## src/sv/ddp_pkg.sv

```systemverilog
// Package for the pixel packet framer: sizes, header byte values,
// byte positions within one queued pixel, and the front-to-back queue entry.
// No dependencies.
package ddp_pkg;

    // Packet and frame sizing
    localparam int PIXELS_PER_PACKET = 480;
    localparam int FRM_W             = 20;                        // frame pixel counts
    localparam int PPC_W             = $clog2(PIXELS_PER_PACKET + 1);
    localparam int OFF_W             = 32;                        // header byte offset
    localparam int LEN_W             = 16;                        // header data length
    localparam int COLOR_W           = 8;

    // Queue between classifier and byte sequencer
    localparam int QUEUE_DEPTH = 4;
    localparam int QPTR_W      = $clog2(QUEUE_DEPTH);
    localparam int QCNT_W      = $clog2(QUEUE_DEPTH + 1);

    // Header byte values
    localparam logic [7:0] FLAGS_PLAIN = 8'h40;
    localparam logic [7:0] FLAGS_PUSH  = 8'h41;
    localparam logic [7:0] SEQ_VALUE   = 8'h00;
    localparam logic [7:0] TYPE_VALUE  = 8'h00;
    localparam logic [7:0] ID_VALUE    = 8'h01;

    // Byte positions: ten header bytes, then the three colour bytes
    localparam int POS_W = 4;
    localparam logic [POS_W-1:0] POS_FLAGS = 4'd0;
    localparam logic [POS_W-1:0] POS_SEQ   = 4'd1;
    localparam logic [POS_W-1:0] POS_TYPE  = 4'd2;
    localparam logic [POS_W-1:0] POS_ID    = 4'd3;
    localparam logic [POS_W-1:0] POS_OFF3  = 4'd4;
    localparam logic [POS_W-1:0] POS_OFF2  = 4'd5;
    localparam logic [POS_W-1:0] POS_OFF1  = 4'd6;
    localparam logic [POS_W-1:0] POS_OFF0  = 4'd7;
    localparam logic [POS_W-1:0] POS_LEN1  = 4'd8;
    localparam logic [POS_W-1:0] POS_LEN0  = 4'd9;
    localparam logic [POS_W-1:0] POS_RED   = 4'd10;
    localparam logic [POS_W-1:0] POS_GREEN = 4'd11;
    localparam logic [POS_W-1:0] POS_BLUE  = 4'd12;

    // One classified pixel
    typedef struct packed {
        logic [COLOR_W-1:0] red;
        logic [COLOR_W-1:0] green;
        logic [COLOR_W-1:0] blue;
        logic               hdr;      // pixel opens a packet
        logic               push;     // packet is the frame's last
        logic [OFF_W-1:0]   offset;
        logic [LEN_W-1:0]   len;
        logic               pkt_end;
        logic               frm_end;
    } t_entry;

endpackage

```

## src/sv/ddp_front.sv

```systemverilog
// Front end of the framer: takes pixels, tracks frame/packet position and
// pushes one classified entry per pixel into the queue. Depends on ddp_pkg.
module ddp_front import ddp_pkg::*; (
    input  logic             i_clk,
    input  logic             i_rst_n,
    input  logic             i_cfg_wr_en,
    input  logic [FRM_W-1:0] i_cfg_wr_data,
    input  logic             i_valid,
    input  logic [23:0]      i_data,
    output logic             o_ready,
    input  logic             i_q_full,
    output logic             o_push,
    output t_entry           o_entry
);

    logic [FRM_W-1:0] r_frame_pixels;
    logic [FRM_W-1:0] r_left,   n_left;
    logic [PPC_W-1:0] r_ppc,    n_ppc;
    logic [OFF_W-1:0] r_offset, n_offset;

    logic             start_frame;
    logic [FRM_W-1:0] left_cur;
    logic [PPC_W-1:0] ppc_cur, ppc_inc, pkt_pixels;
    logic [OFF_W-1:0] off_cur;
    logic             push_pkt, frm_end, pkt_end;

    assign o_ready = !i_q_full;
    assign o_push  = i_valid && o_ready;

    // Frame start reloads the pixel budget and clears the packet position
    always_comb begin
        start_frame = (r_left == '0);
        left_cur    = start_frame ? ((r_frame_pixels == '0) ? FRM_W'(1) : r_frame_pixels)
                                  : r_left;
        ppc_cur     = start_frame ? '0 : r_ppc;
        off_cur     = start_frame ? '0 : r_offset;
        push_pkt    = (left_cur <= FRM_W'(PIXELS_PER_PACKET));
        pkt_pixels  = push_pkt ? PPC_W'(left_cur) : PPC_W'(PIXELS_PER_PACKET);
        ppc_inc     = ppc_cur + PPC_W'(1);
        n_left      = left_cur - FRM_W'(1);
        frm_end     = (n_left == '0);
        pkt_end     = frm_end || (ppc_inc >= PPC_W'(PIXELS_PER_PACKET));
        n_ppc       = pkt_end ? '0 : ppc_inc;
        if (frm_end) begin
            n_offset = '0;
        end else if (pkt_end) begin
            n_offset = off_cur + OFF_W'(ppc_inc) + (OFF_W'(ppc_inc) << 1);
        end else begin
            n_offset = off_cur;
        end
    end

    // Entry contents
    always_comb begin
        o_entry.red     = i_data[7:0];
        o_entry.green   = i_data[15:8];
        o_entry.blue    = i_data[23:16];
        o_entry.hdr     = (ppc_cur == '0);
        o_entry.push    = push_pkt;
        o_entry.offset  = off_cur;
        o_entry.len     = LEN_W'(pkt_pixels) + (LEN_W'(pkt_pixels) << 1);
        o_entry.pkt_end = pkt_end;
        o_entry.frm_end = frm_end;
    end

    always_ff @(posedge i_clk) begin
        if (!i_rst_n) begin
            r_frame_pixels <= FRM_W'(PIXELS_PER_PACKET);
            r_left         <= '0;
            r_ppc          <= '0;
            r_offset       <= '0;
        end else begin
            if (i_cfg_wr_en) begin
                r_frame_pixels <= i_cfg_wr_data;
            end
            if (o_push) begin
                r_left   <= n_left;
                r_ppc    <= n_ppc;
                r_offset <= n_offset;
            end
        end
    end

    // A packet never runs past its pixel limit
    a_ppc_bound: assert property (@(posedge i_clk) disable iff (!i_rst_n)
        r_ppc < PPC_W'(PIXELS_PER_PACKET))
        else $error("packet pixel count out of range");

    // Closing a frame leaves the block waiting for a new frame start
    a_frame_close: assert property (@(posedge i_clk) disable iff (!i_rst_n)
        (o_push && frm_end) |=> (r_left == '0 && r_offset == '0 && r_ppc == '0))
        else $error("frame end did not clear position");

endmodule

```

## src/sv/ddp_queue.sv

```systemverilog
// Short queue of classified pixel entries between front and back.
// Depends on ddp_pkg.
module ddp_queue import ddp_pkg::*; (
    input  logic   i_clk,
    input  logic   i_rst_n,
    input  logic   i_push,
    input  t_entry i_entry,
    output logic   o_full,
    input  logic   i_pop,
    output logic   o_valid,
    output t_entry o_head
);

    t_entry              r_mem [QUEUE_DEPTH];
    logic [QPTR_W-1:0]   r_wr_ptr, r_rd_ptr;
    logic [QCNT_W-1:0]   r_count;

    assign o_full  = (r_count == QCNT_W'(QUEUE_DEPTH));
    assign o_valid = (r_count != '0);
    assign o_head  = r_mem[r_rd_ptr];

    // Entry storage
    always_ff @(posedge i_clk) begin
        if (i_push) begin
            r_mem[r_wr_ptr] <= i_entry;
        end
    end

    // Pointers and fill count
    always_ff @(posedge i_clk) begin
        if (!i_rst_n) begin
            r_wr_ptr <= '0;
            r_rd_ptr <= '0;
            r_count  <= '0;
        end else begin
            if (i_push) begin
                r_wr_ptr <= r_wr_ptr + QPTR_W'(1);
            end
            if (i_pop) begin
                r_rd_ptr <= r_rd_ptr + QPTR_W'(1);
            end
            case ({i_push, i_pop})
                2'b10:   r_count <= r_count + QCNT_W'(1);
                2'b01:   r_count <= r_count - QCNT_W'(1);
                default: r_count <= r_count;
            endcase
        end
    end

    a_no_overflow: assert property (@(posedge i_clk) disable iff (!i_rst_n)
        !(i_push && o_full))
        else $error("push into full queue");

    a_no_underflow: assert property (@(posedge i_clk) disable iff (!i_rst_n)
        !(i_pop && !o_valid))
        else $error("pop from empty queue");

endmodule

```

## src/sv/ddp_back.sv

```systemverilog
// Back end of the framer: walks the header and colour bytes of the queue
// head, one byte per cycle while the output is ready, into the output register. Depends on ddp_pkg.
module ddp_back import ddp_pkg::*; (
    input  logic        i_clk,
    input  logic        i_rst_n,
    input  logic        i_q_valid,
    input  t_entry      i_head,
    output logic        o_pop,
    output logic        o_valid,
    input  logic        i_ready,
    output logic [7:0]  o_byte,
    output logic [2:0]  o_user,
    output logic        o_last
);

    logic             r_active;
    logic [POS_W-1:0] r_pos;
    logic             r_valid;
    logic [7:0]       r_byte;
    logic [2:0]       r_user;
    logic             r_last;

    logic             emit;
    logic [POS_W-1:0] cur_pos;
    logic [7:0]       n_byte;
    logic             is_blue;

    assign o_valid = r_valid;
    assign o_byte  = r_byte;
    assign o_user  = r_user;
    assign o_last  = r_last;

    // A new entry starts at its first header byte or straight at red
    assign cur_pos = r_active ? r_pos : (i_head.hdr ? POS_FLAGS : POS_RED);
    assign emit    = i_q_valid && (!r_valid || i_ready);
    assign is_blue = (cur_pos == POS_BLUE);
    assign o_pop   = emit && is_blue;

    // Byte select
    always_comb begin
        unique case (cur_pos)
            POS_FLAGS: n_byte = i_head.push ? FLAGS_PUSH : FLAGS_PLAIN;
            POS_SEQ:   n_byte = SEQ_VALUE;
            POS_TYPE:  n_byte = TYPE_VALUE;
            POS_ID:    n_byte = ID_VALUE;
            POS_OFF3:  n_byte = i_head.offset[31:24];
            POS_OFF2:  n_byte = i_head.offset[23:16];
            POS_OFF1:  n_byte = i_head.offset[15:8];
            POS_OFF0:  n_byte = i_head.offset[7:0];
            POS_LEN1:  n_byte = i_head.len[15:8];
            POS_LEN0:  n_byte = i_head.len[7:0];
            POS_RED:   n_byte = i_head.red;
            POS_GREEN: n_byte = i_head.green;
            POS_BLUE:  n_byte = i_head.blue;
            default:   n_byte = '0;
        endcase
    end

    // Sequencer position
    always_ff @(posedge i_clk) begin
        if (!i_rst_n) begin
            r_active <= 1'b0;
            r_pos    <= '0;
        end else if (emit) begin
            r_active <= !is_blue;
            r_pos    <= cur_pos + POS_W'(1);
        end
    end

    // Output register
    always_ff @(posedge i_clk) begin
        if (!i_rst_n) begin
            r_valid <= 1'b0;
        end else if (emit) begin
            r_valid <= 1'b1;
        end else if (i_ready) begin
            r_valid <= 1'b0;
        end
    end

    always_ff @(posedge i_clk) begin
        if (emit) begin
            r_byte <= n_byte;
            r_user <= {is_blue && i_head.frm_end, is_blue && i_head.pkt_end,
                       cur_pos == POS_FLAGS};
            r_last <= is_blue;
        end
    end

    // Mid-entry the head must still be present
    a_active_has_head: assert property (@(posedge i_clk) disable iff (!i_rst_n)
        r_active |-> i_q_valid)
        else $error("sequencer active without queue head");

    // Position never walks past the blue byte
    a_pos_range: assert property (@(posedge i_clk) disable iff (!i_rst_n)
        r_active |-> (r_pos <= POS_BLUE))
        else $error("byte position out of range");

endmodule

```

## src/sv/ddp_pixel_packet_framer_top.sv

```systemverilog
// Top level of the pixel packet framer: front classifier, entry queue and
// byte sequencer. Depends on ddp_pkg, ddp_front, ddp_queue, ddp_back.
//
//   channel   direction  payload
//   s_axis    in         tdata = red[7:0], green[15:8], blue[23:16]
//   m_axis    out        tdata = out_byte; tuser = packet_start, packet_end,
//                        frame_end; tlast = last_of_run
//   cfg       in         write enable + frame_pixels (20 bits)
//
// Each pixel leaves as 3 output bytes, or 13 when it opens a packet; the
// byte-wide output register moves one byte per cycle while the output is ready.
// A pixel's first byte is registered in the queue, then in the output register.
// Reset is synchronous, active low; frame_pixels returns to 480.
// A 4-entry queue lets pixel intake run ahead while the output stalls.
module ddp_pixel_packet_framer_top import ddp_pkg::*; (
    input  logic             i_clk,
    input  logic             i_rst_n,
    input  logic             i_cfg_wr_en,
    input  logic [FRM_W-1:0] i_cfg_wr_data,
    input  logic             i_s_axis_tvalid,
    output logic             o_s_axis_tready,
    input  logic [23:0]      i_s_axis_tdata,   // red, green, blue
    output logic             o_m_axis_tvalid,
    input  logic             i_m_axis_tready,
    output logic [7:0]       o_m_axis_tdata,   // out_byte
    output logic [2:0]       o_m_axis_tuser,   // packet_start, packet_end, frame_end
    output logic             o_m_axis_tlast    // last_of_run
);

    logic   q_full, q_push, q_pop, q_valid;
    t_entry q_in, q_head;

    ddp_front u_front (
        .i_clk         (i_clk),
        .i_rst_n       (i_rst_n),
        .i_cfg_wr_en   (i_cfg_wr_en),
        .i_cfg_wr_data (i_cfg_wr_data),
        .i_valid       (i_s_axis_tvalid),
        .i_data        (i_s_axis_tdata),
        .o_ready       (o_s_axis_tready),
        .i_q_full      (q_full),
        .o_push        (q_push),
        .o_entry       (q_in)
    );

    ddp_queue u_queue (
        .i_clk   (i_clk),
        .i_rst_n (i_rst_n),
        .i_push  (q_push),
        .i_entry (q_in),
        .o_full  (q_full),
        .i_pop   (q_pop),
        .o_valid (q_valid),
        .o_head  (q_head)
    );

    ddp_back u_back (
        .i_clk     (i_clk),
        .i_rst_n   (i_rst_n),
        .i_q_valid (q_valid),
        .i_head    (q_head),
        .o_pop     (q_pop),
        .o_valid   (o_m_axis_tvalid),
        .i_ready   (i_m_axis_tready),
        .o_byte    (o_m_axis_tdata),
        .o_user    (o_m_axis_tuser),
        .o_last    (o_m_axis_tlast)
    );

    // Frame end only on a packet's closing byte
    a_frame_end_closes: assert property (@(posedge i_clk) disable iff (!i_rst_n)
        (o_m_axis_tvalid && o_m_axis_tuser[2]) |-> (o_m_axis_tuser[1] && o_m_axis_tlast))
        else $error("frame end without packet end");

    // A packet start is a header byte, never the pixel's last byte
    a_start_not_last: assert property (@(posedge i_clk) disable iff (!i_rst_n)
        (o_m_axis_tvalid && o_m_axis_tuser[0]) |-> !o_m_axis_tlast)
        else $error("packet start on last byte");

endmodule

```

## config.mk

```make
export PLATFORM = sky130hd
export DESIGN_NAME = ddp_pixel_packet_framer_top
export DESIGN_NICKNAME = d
export VERILOG_FILES = /design/src/sv/ddp_pkg.sv /design/src/sv/ddp_front.sv /design/src/sv/ddp_queue.sv /design/src/sv/ddp_back.sv /design/src/sv/ddp_pixel_packet_framer_top.sv
export SDC_FILE = /design/constraint.sdc
export NUM_CORES = 1
export LEC_CHECK = 0
export BUFFER_PORTS_ARGS = -buffer_cell sky130_fd_sc_hd__buf_2
export CORE_MARGIN = 10
export CORE_UTILIZATION = 38
export DETAILED_ROUTE_END_ITERATION = 10
export PLACE_DENSITY = 0.64
export SLEW_MARGIN = 20
export SYNTH_ARGS = -nofsm -noshare
export SYNTH_HDL_FRONTEND = slang
export SYNTH_SLANG_ARGS = --single-unit
```

## constraint.sdc

```tcl
create_clock -name i_clk -period 14.6 [get_ports i_clk]
set_input_delay 1.46 -clock i_clk [delete_from_list [all_inputs] [get_ports i_clk]]
set_output_delay 1.46 -clock i_clk [all_outputs]
set_load 0.02 [all_outputs]
```

# ---- After elaboration in Yosys (flattened, before gate mapping)
# Memory sizes are Yosys's and may differ from the RTL's. A register that Yosys moved wholly into a read port is not among the register bits.
# Cells that the tools add are included.
# Widths: inputs -> output; s select.
dict set report classes {
  mux 19
  addsub 10
  n_reduce_logical 18
  n_eq_ne 13
  n_lt_le_gt_ge 2
}
# op n
set ops {}
lappend ops {{$mux 32} 3}
lappend ops {{$pmux 8 s11} 1}
lappend ops {{$logic_not 20->1} 3}
lappend ops {{$mux 20} 2}
lappend ops {{$add 32x10->32} 1}
lappend ops {{$add 32x9->32} 1}
lappend ops {{$mux 9} 3}
lappend ops {{$eq 4x4->1 const B} 5}
lappend ops {{$le 20x9->1 const B} 1}
lappend ops {{$sub 20x1->20 const B} 1}
lappend ops {{$eq 4x3->1 const B} 4}
lappend ops {{$add 9x10->11} 1}
lappend ops {{$add 9x1->9 const B} 1}
lappend ops {{$ge 9x9->1 const B} 1}
lappend ops {{$logic_not 9->1} 1}
lappend ops {{$mux 4} 2}
lappend ops {{$pmux 3 s2} 1}
lappend ops {{$logic_and 1x1->1} 5}
lappend ops {{$mux 1} 5}
lappend ops {{$add 2x1->2 const B} 2}
lappend ops {{$add 4x1->4 const B} 1}
lappend ops {{$eq 4x2->1 const B} 1}
lappend ops {{$logic_not 4->1} 1}
lappend ops {{$mux 2} 2}
lappend ops {{9 further kinds} 13}
dict set report totals {
  input_bits 49
  out_inout_bits 14
  mem_bits_rw 284
  ff_bits 106
  memories 1
}
# memory words width read_ports rd_ports_with_merged_regs wr line_no
set memory_table {}
lappend memory_table {u_queue.r_mem 4 71 1 1 1 ddp_queue.sv:14} ;# t_entry r_mem [QUEUE_DEPTH];

# ---- Logic depth before layout (Yosys ltp)
dict set report logic_depth {
  ltp_word 8
  mapped_depth 28
}

# ---- Hierarchy
# A second synthesis with hierarchy kept.
dict set report hier_totals {
  cells_unflattened 1447
  hier_area_um2 19344.8
}
# module cells_per_inst seq_area_each_um2 instances area_per_inst_um2
set by_module_without_submodules {}
lappend by_module_without_submodules {ddp_queue 439 9308.9 1 11453.5}
lappend by_module_without_submodules {ddp_front 877 1621.6 1 6560.0}
lappend by_module_without_submodules {ddp_back 131 480.5 1 1331.3}

# ---- Worst setup path before layout
# Ideal clock, no wire load.
dict set report synth_timing {
  path_type {reg2reg}
  from {reg u_front.r_left[7]}
  to {reg u_front.r_offset[27]}
  required_time_ps 14538
  path_stages_with_launch 28
  period_less_slack_ps 5335
  t_arrival_ps 5273
  setup_slack_ps 9265
  setup_ps 62
  path_cell_list {dfxtp_1 nor3_1 and3_1 buf_4 nand2_1 clkbuf_1 clkbuf_1 clkbuf_1 nand2_1 inv_1 ha_1 nand3_1 nor2_1 nand3_1 xor2_1 nor2_1 inv_1 fa_1 inv_1 ha_1 a21oi_1 nand2b_1 o21ai_0 o21a_1 nor2_1 nand2_4 or4_1 nand3_1}
}
dict set report synth_via {
  elab_chain_len 7
  elab_cells_between_ends 13
  classes_between {4 x add/sub; 1 x order compare; 5 x mux; 3 x reduce/logical}
}
# item line_no
set synth_rtl {}
lappend synth_rtl {{start, declared} ddp_front.sv:17} ;# logic [FRM_W-1:0] r_left, n_left;
lappend synth_rtl {{start signal, assigned} ddp_front.sv:77} ;# r_left <= n_left;
lappend synth_rtl {{$logic_not 20->1} ddp_front.sv:32} ;# start_frame = (r_left == '0);
lappend synth_rtl {{$mux 9 / $mux 20 (equally long branches)} {ddp_front.sv:35, ddp_front.sv:33}}
lappend synth_rtl {{$add 9x1->9 / $sub 20x1->20 (equally long branches)} {ddp_front.sv:39, ddp_front.sv:40}}
lappend synth_rtl {{$add 32x9->32, or another cell as far along} ddp_front.sv:47} ;# n_offset = off_cur + OFF_W'(ppc_inc) + (OFF_W'(ppc_inc) << 1);
lappend synth_rtl {{$add 32x10->32 / $logic_or 1x1->1 (equally long branches)} {ddp_front.sv:47, ddp_front.sv:42}}
lappend synth_rtl {{$mux 32} ddp_front.sv:46} ;# end else if (pkt_end) begin
lappend synth_rtl {{$mux 32 *} ddp_front.sv:44} ;# if (frm_end) begin
lappend synth_rtl {{end signal, assigned} ddp_front.sv:79} ;# r_offset <= n_offset;
lappend synth_rtl {{end, declared} ddp_front.sv:19} ;# logic [OFF_W-1:0] r_offset, n_offset;
# Every way passes the cells marked *; elsewhere a longest branch is shown, timed or not.
# A chain may end at the register's enable or synchronous reset.

# ---- Worst setup path after layout
# Same ends and word-level chain as after synthesis.

==> impl_metrics.yaml <==
outcome:
  outcome: "finished clean"
worst_hold_path:
  hold_path.startpoint: "u_front.r_offset[31]$_SDFFE_PN0P_"
  hold_path_depth: 1
  hold_class: "flop to flop"
  min_to: "u_front.r_offset[31]$_SDFFE_PN0P_"
timing:
  hold_viol_final: 0
  fin_skew_ns: 0.0204
  slew_headroom_pct: 30.4
  layout_setup_ws_ns: 8.80
  slew_violations: 0
  layout_min_cycle_time_ns: 5.80
  fin_hold_ws_ns: 0.439
  rsz0062_at_grt: "no"
  setup_tns_ns: 0
  tightest_slew_ns: 1.04
  fin_crit_sh_pct: 39.7
  finalSetupViolCount: 0
  fmax_mhz: 172
worst_setup_path:
  path_max_fanout: 50
  worstPathCellList: "nor3_1 -> and3_1 -> nand2_1 -> buf_4 -> nand2_1 -> inv_1 -> ha_1 -> nand3_1 -> nor2_1 -> nand3_1 -> xor2_1 -> nor2_1 -> inv_1 -> fa_1 -> inv_1 -> ha_1 -> a21oi_1 -> nand2b_1 -> o21ai_0 -> o21a_1 -> nor2_1 -> nand2_4 -> or4_1 -> nand3_1"
  r2r_cells: 24
  r2r_setup_slack_ns: 8.80
  critPathKind: "flop to flop"
  worstReg2RegStart: "u_front.r_left[7]$_SDFFE_PN0P_"
  timing.rr.end: "u_front.r_offset[27]$_SDFFE_PN0P_"
  worst_path_dominant_cell_family: "simple AND/OR/NAND/NOR gates"
  crit_arrival_ns: 6.29
  worstPathBufferInverterCount: 4
  slowest_stage: "nor2_1"
  required_ns: 15.08
  worstSetupStartpointType: "flop"
  cpPeakStageDelay_ns: 0.55
  end_kind: "flop"
power:
  power.leakage_nw: 7.11
  powerDensity_nw_per_um2: 185
  ir_drop_uv: 129
  total_power_mw: 3.73
clocking:
  cts-buffers-inserted: 40
  clk_latency_ns: 0.56
  cts_resized: 0
  clk_transition_reported_paths_ns: 0.06
  cts_tree: "done"
  clk_path_buf_depth: 3
  clock-root-buffer: "clkbuf_16"
  htreeDepth: 2
  clock_sinks: 392
  cts_hold_buffers: 0
  post-cts-setup-buffers: 0
detailed_routing:
  finalWirelength_um: 42100
  first_pass_iters: 5
  num_vias: 11252
  drt-initial-drc-count: 1055
  drcViolationCount: 0
  wl_per_cell_um: 20.8
  via_per_inst: 5.55
  final_antenna_net_count: 0
synthesis:
  yosys.cell_count.top_type: "edfxtp_1"
  ys_seq_elements: 392
  synth_fp_nets: 1429
  synth_area_um2: 17800
  synthMuxAreaShare_pct: 10.6
  synthDominantCellAreaShare_pct: 49.9
  synth-adder-area-share_pct: 3.72
  ys_warn_count: 0
  synth_edf_count: 296
  synthTopCellsByCount: "edfxtp_1, nand2_1, nor2_1"
  syn_inst: 1333
  synthXorXnorAreaFrac_pct: 2.07
  yosys.area.top_type: "edfxtp_1"
  ys.flop_type: "edfxtp_1"
  ys_seq_area_share_pct: 60.7
  yosysUniqueCellTypes: 84
  synth_area_leaders: "edfxtp_1, dfxtp_1, mux4_2, ha_1, nand2_1"
  synth-compound-area-share_pct: 8.59
  synth_top_family_by_area: "simple AND/OR/NAND/NOR gates"
  synth-simple-area-share_pct: 11.7
  syn_avg_cell_area_um2: 13.4
  async_flop_share_pct: 0
die:
  dieArea_um2: 55900
  core-area_um2: 46500
  num_rows: 79
  die_h_um: 237
  die_x_um: 237
  ioPinCount: 63
  start_util_pct: 38.3
cells_and_area:
  multi_input_area_um2: 6550
  fill_cells: 4202
  antenna_cells: 0
  nets: 1483
  regArea_um2: 10800
  final_util_pct: 43.5
  syn2layout_area_growth_pct: 13.5
  drive_above_1_share_pct: 17.4
placement:
  pre_cts_ws_ns: 8.90
  numPortBuffers: 62
  place_hpwl_um: 27500
  gp_congestion: 0.898
grt:
  grt_overflow: 0
  grtUsageTotal_pct: 14.6
  grt_pass1_wl_um: 65400
  antenna_found_initial: 1
  grt_max_degree: 71
  grt_pass1_vias: 11198
flow_run:
  maxCapViolations: 0
state kept, by name, indices dropped and copies added, names as in the netlist, named ones only:
name and flops:
u_queue.r_rd_ptr 2, u_back.o_valid 1, u_queue.r_mem 284, u_queue.r_wr_ptr 2
u_back.r_pos 4, u_front.r_left 20, u_back.o_user 3, u_back.o_byte 8
u_back.r_active 1, u_queue.r_count 3, u_front.r_frame_pixels 20, u_front.r_ppc 9
u_back.o_last 1, u_front.r_offset 32
cells in the final DEF (no fill, tap or decap), types with 5 or more instances in the layout:
cell	count
edfxtp_1	296
nand2_1	111
nor2_1	104
dfxtp_1	94
mux4_2	71
buf_2	62
a21oi_1	61
inv_1	55
nand3_1	45
clkbuf_16	41
ha_1	37
and2_1	34
o21ai_0	32
a22oi_1	30
xnor2_1	28
mux2i_1	27
nor3_1	24
and3_1	14
a31oi_1	14
xor2_1	14
nor4_1	12
or3_1	12
a211oi_1	12
buf_4	12
nand4_1	11
fa_1	10
a221oi_1	8
or4_1	8
clkbuf_1	8
bufinv_16	8
a21o_1	7
o31ai_1	7
o21a_1	6
a32oi_1	5
metal layers:
layer  up-vias  global-route usage [%]  share of wire [%]
met3        66                    2.43                6.5
met5         -                       0                  0
met4         0                    4.11                2.2
li1       5191                       -                  -
met1      5628                    20.1                 44
met2       367                    23.4                 47
cell families (layout without fill, tap and decap cells):
group | Yosys count | count (layout)
xor+xnor | 42 | 42
buf+inv | 119 | 205
simple gates | 413 | 413
flops | 392 | 392
fa+ha+maj | 47 | 47
compound gates | 221 | 221
mux | 99 | 99
worst max path at each step:
stage,startpoint,endpoint,slack (ns),cells past startpoint
floorplan,u_front.r_left[7]$_SDFFE_PN0P_,u_front.r_offset[27]$_SDFFE_PN0P_,9.26,27
global placement,u_front.r_left[7]$_SDFFE_PN0P_,u_queue.r_mem[0][11]$_DFFE_PP_,8.98,20
detailed placement,u_front.r_left[7]$_SDFFE_PN0P_,u_front.r_offset[27]$_SDFFE_PN0P_,8.90,24
CTS,u_front.r_left[7]$_SDFFE_PN0P_,u_front.r_offset[27]$_SDFFE_PN0P_,8.84,24
global route,u_front.r_left[7]$_SDFFE_PN0P_,u_queue.r_mem[0][11]$_DFFE_PP_,8.26,20
finish,u_front.r_left[7]$_SDFFE_PN0P_,u_front.r_offset[27]$_SDFFE_PN0P_,8.80,24
per-stage QoR:
step | instance area (um^2) | std cells
after global placement | 18800 | 1952
after detailed placement | 18800 | 1952
after global routing | 20200 | 2026
after CTS | 20200 | 2026
after floorplan | 17800 | 1333
final | 20200 | 2026
final cells by class:
cell class | instances | share of cell area [%]
Clock buffer | 53 | 5.50
Clock inverter | 21 | 1.73
Inverter | 57 | 1.12
Multi-Input combinational cell | 822 | 32.4
Sequential cell | 392 | 53.5
Tap cell | 607 | 3.76
Timing Repair Buffer | 74 | 1.98
power by group:
| part | leakage [nW] | internal [mW] | switching [mW] |
|---|---|---|---|
| registers | 3.48 | 1.45 | 0.0564 |
| clock network | 0.704 | 0.686 | 0.441 |
| logic | 2.93 | 0.373 | 0.729 |
Note: power is estimated with default switching activity, not from simulation.
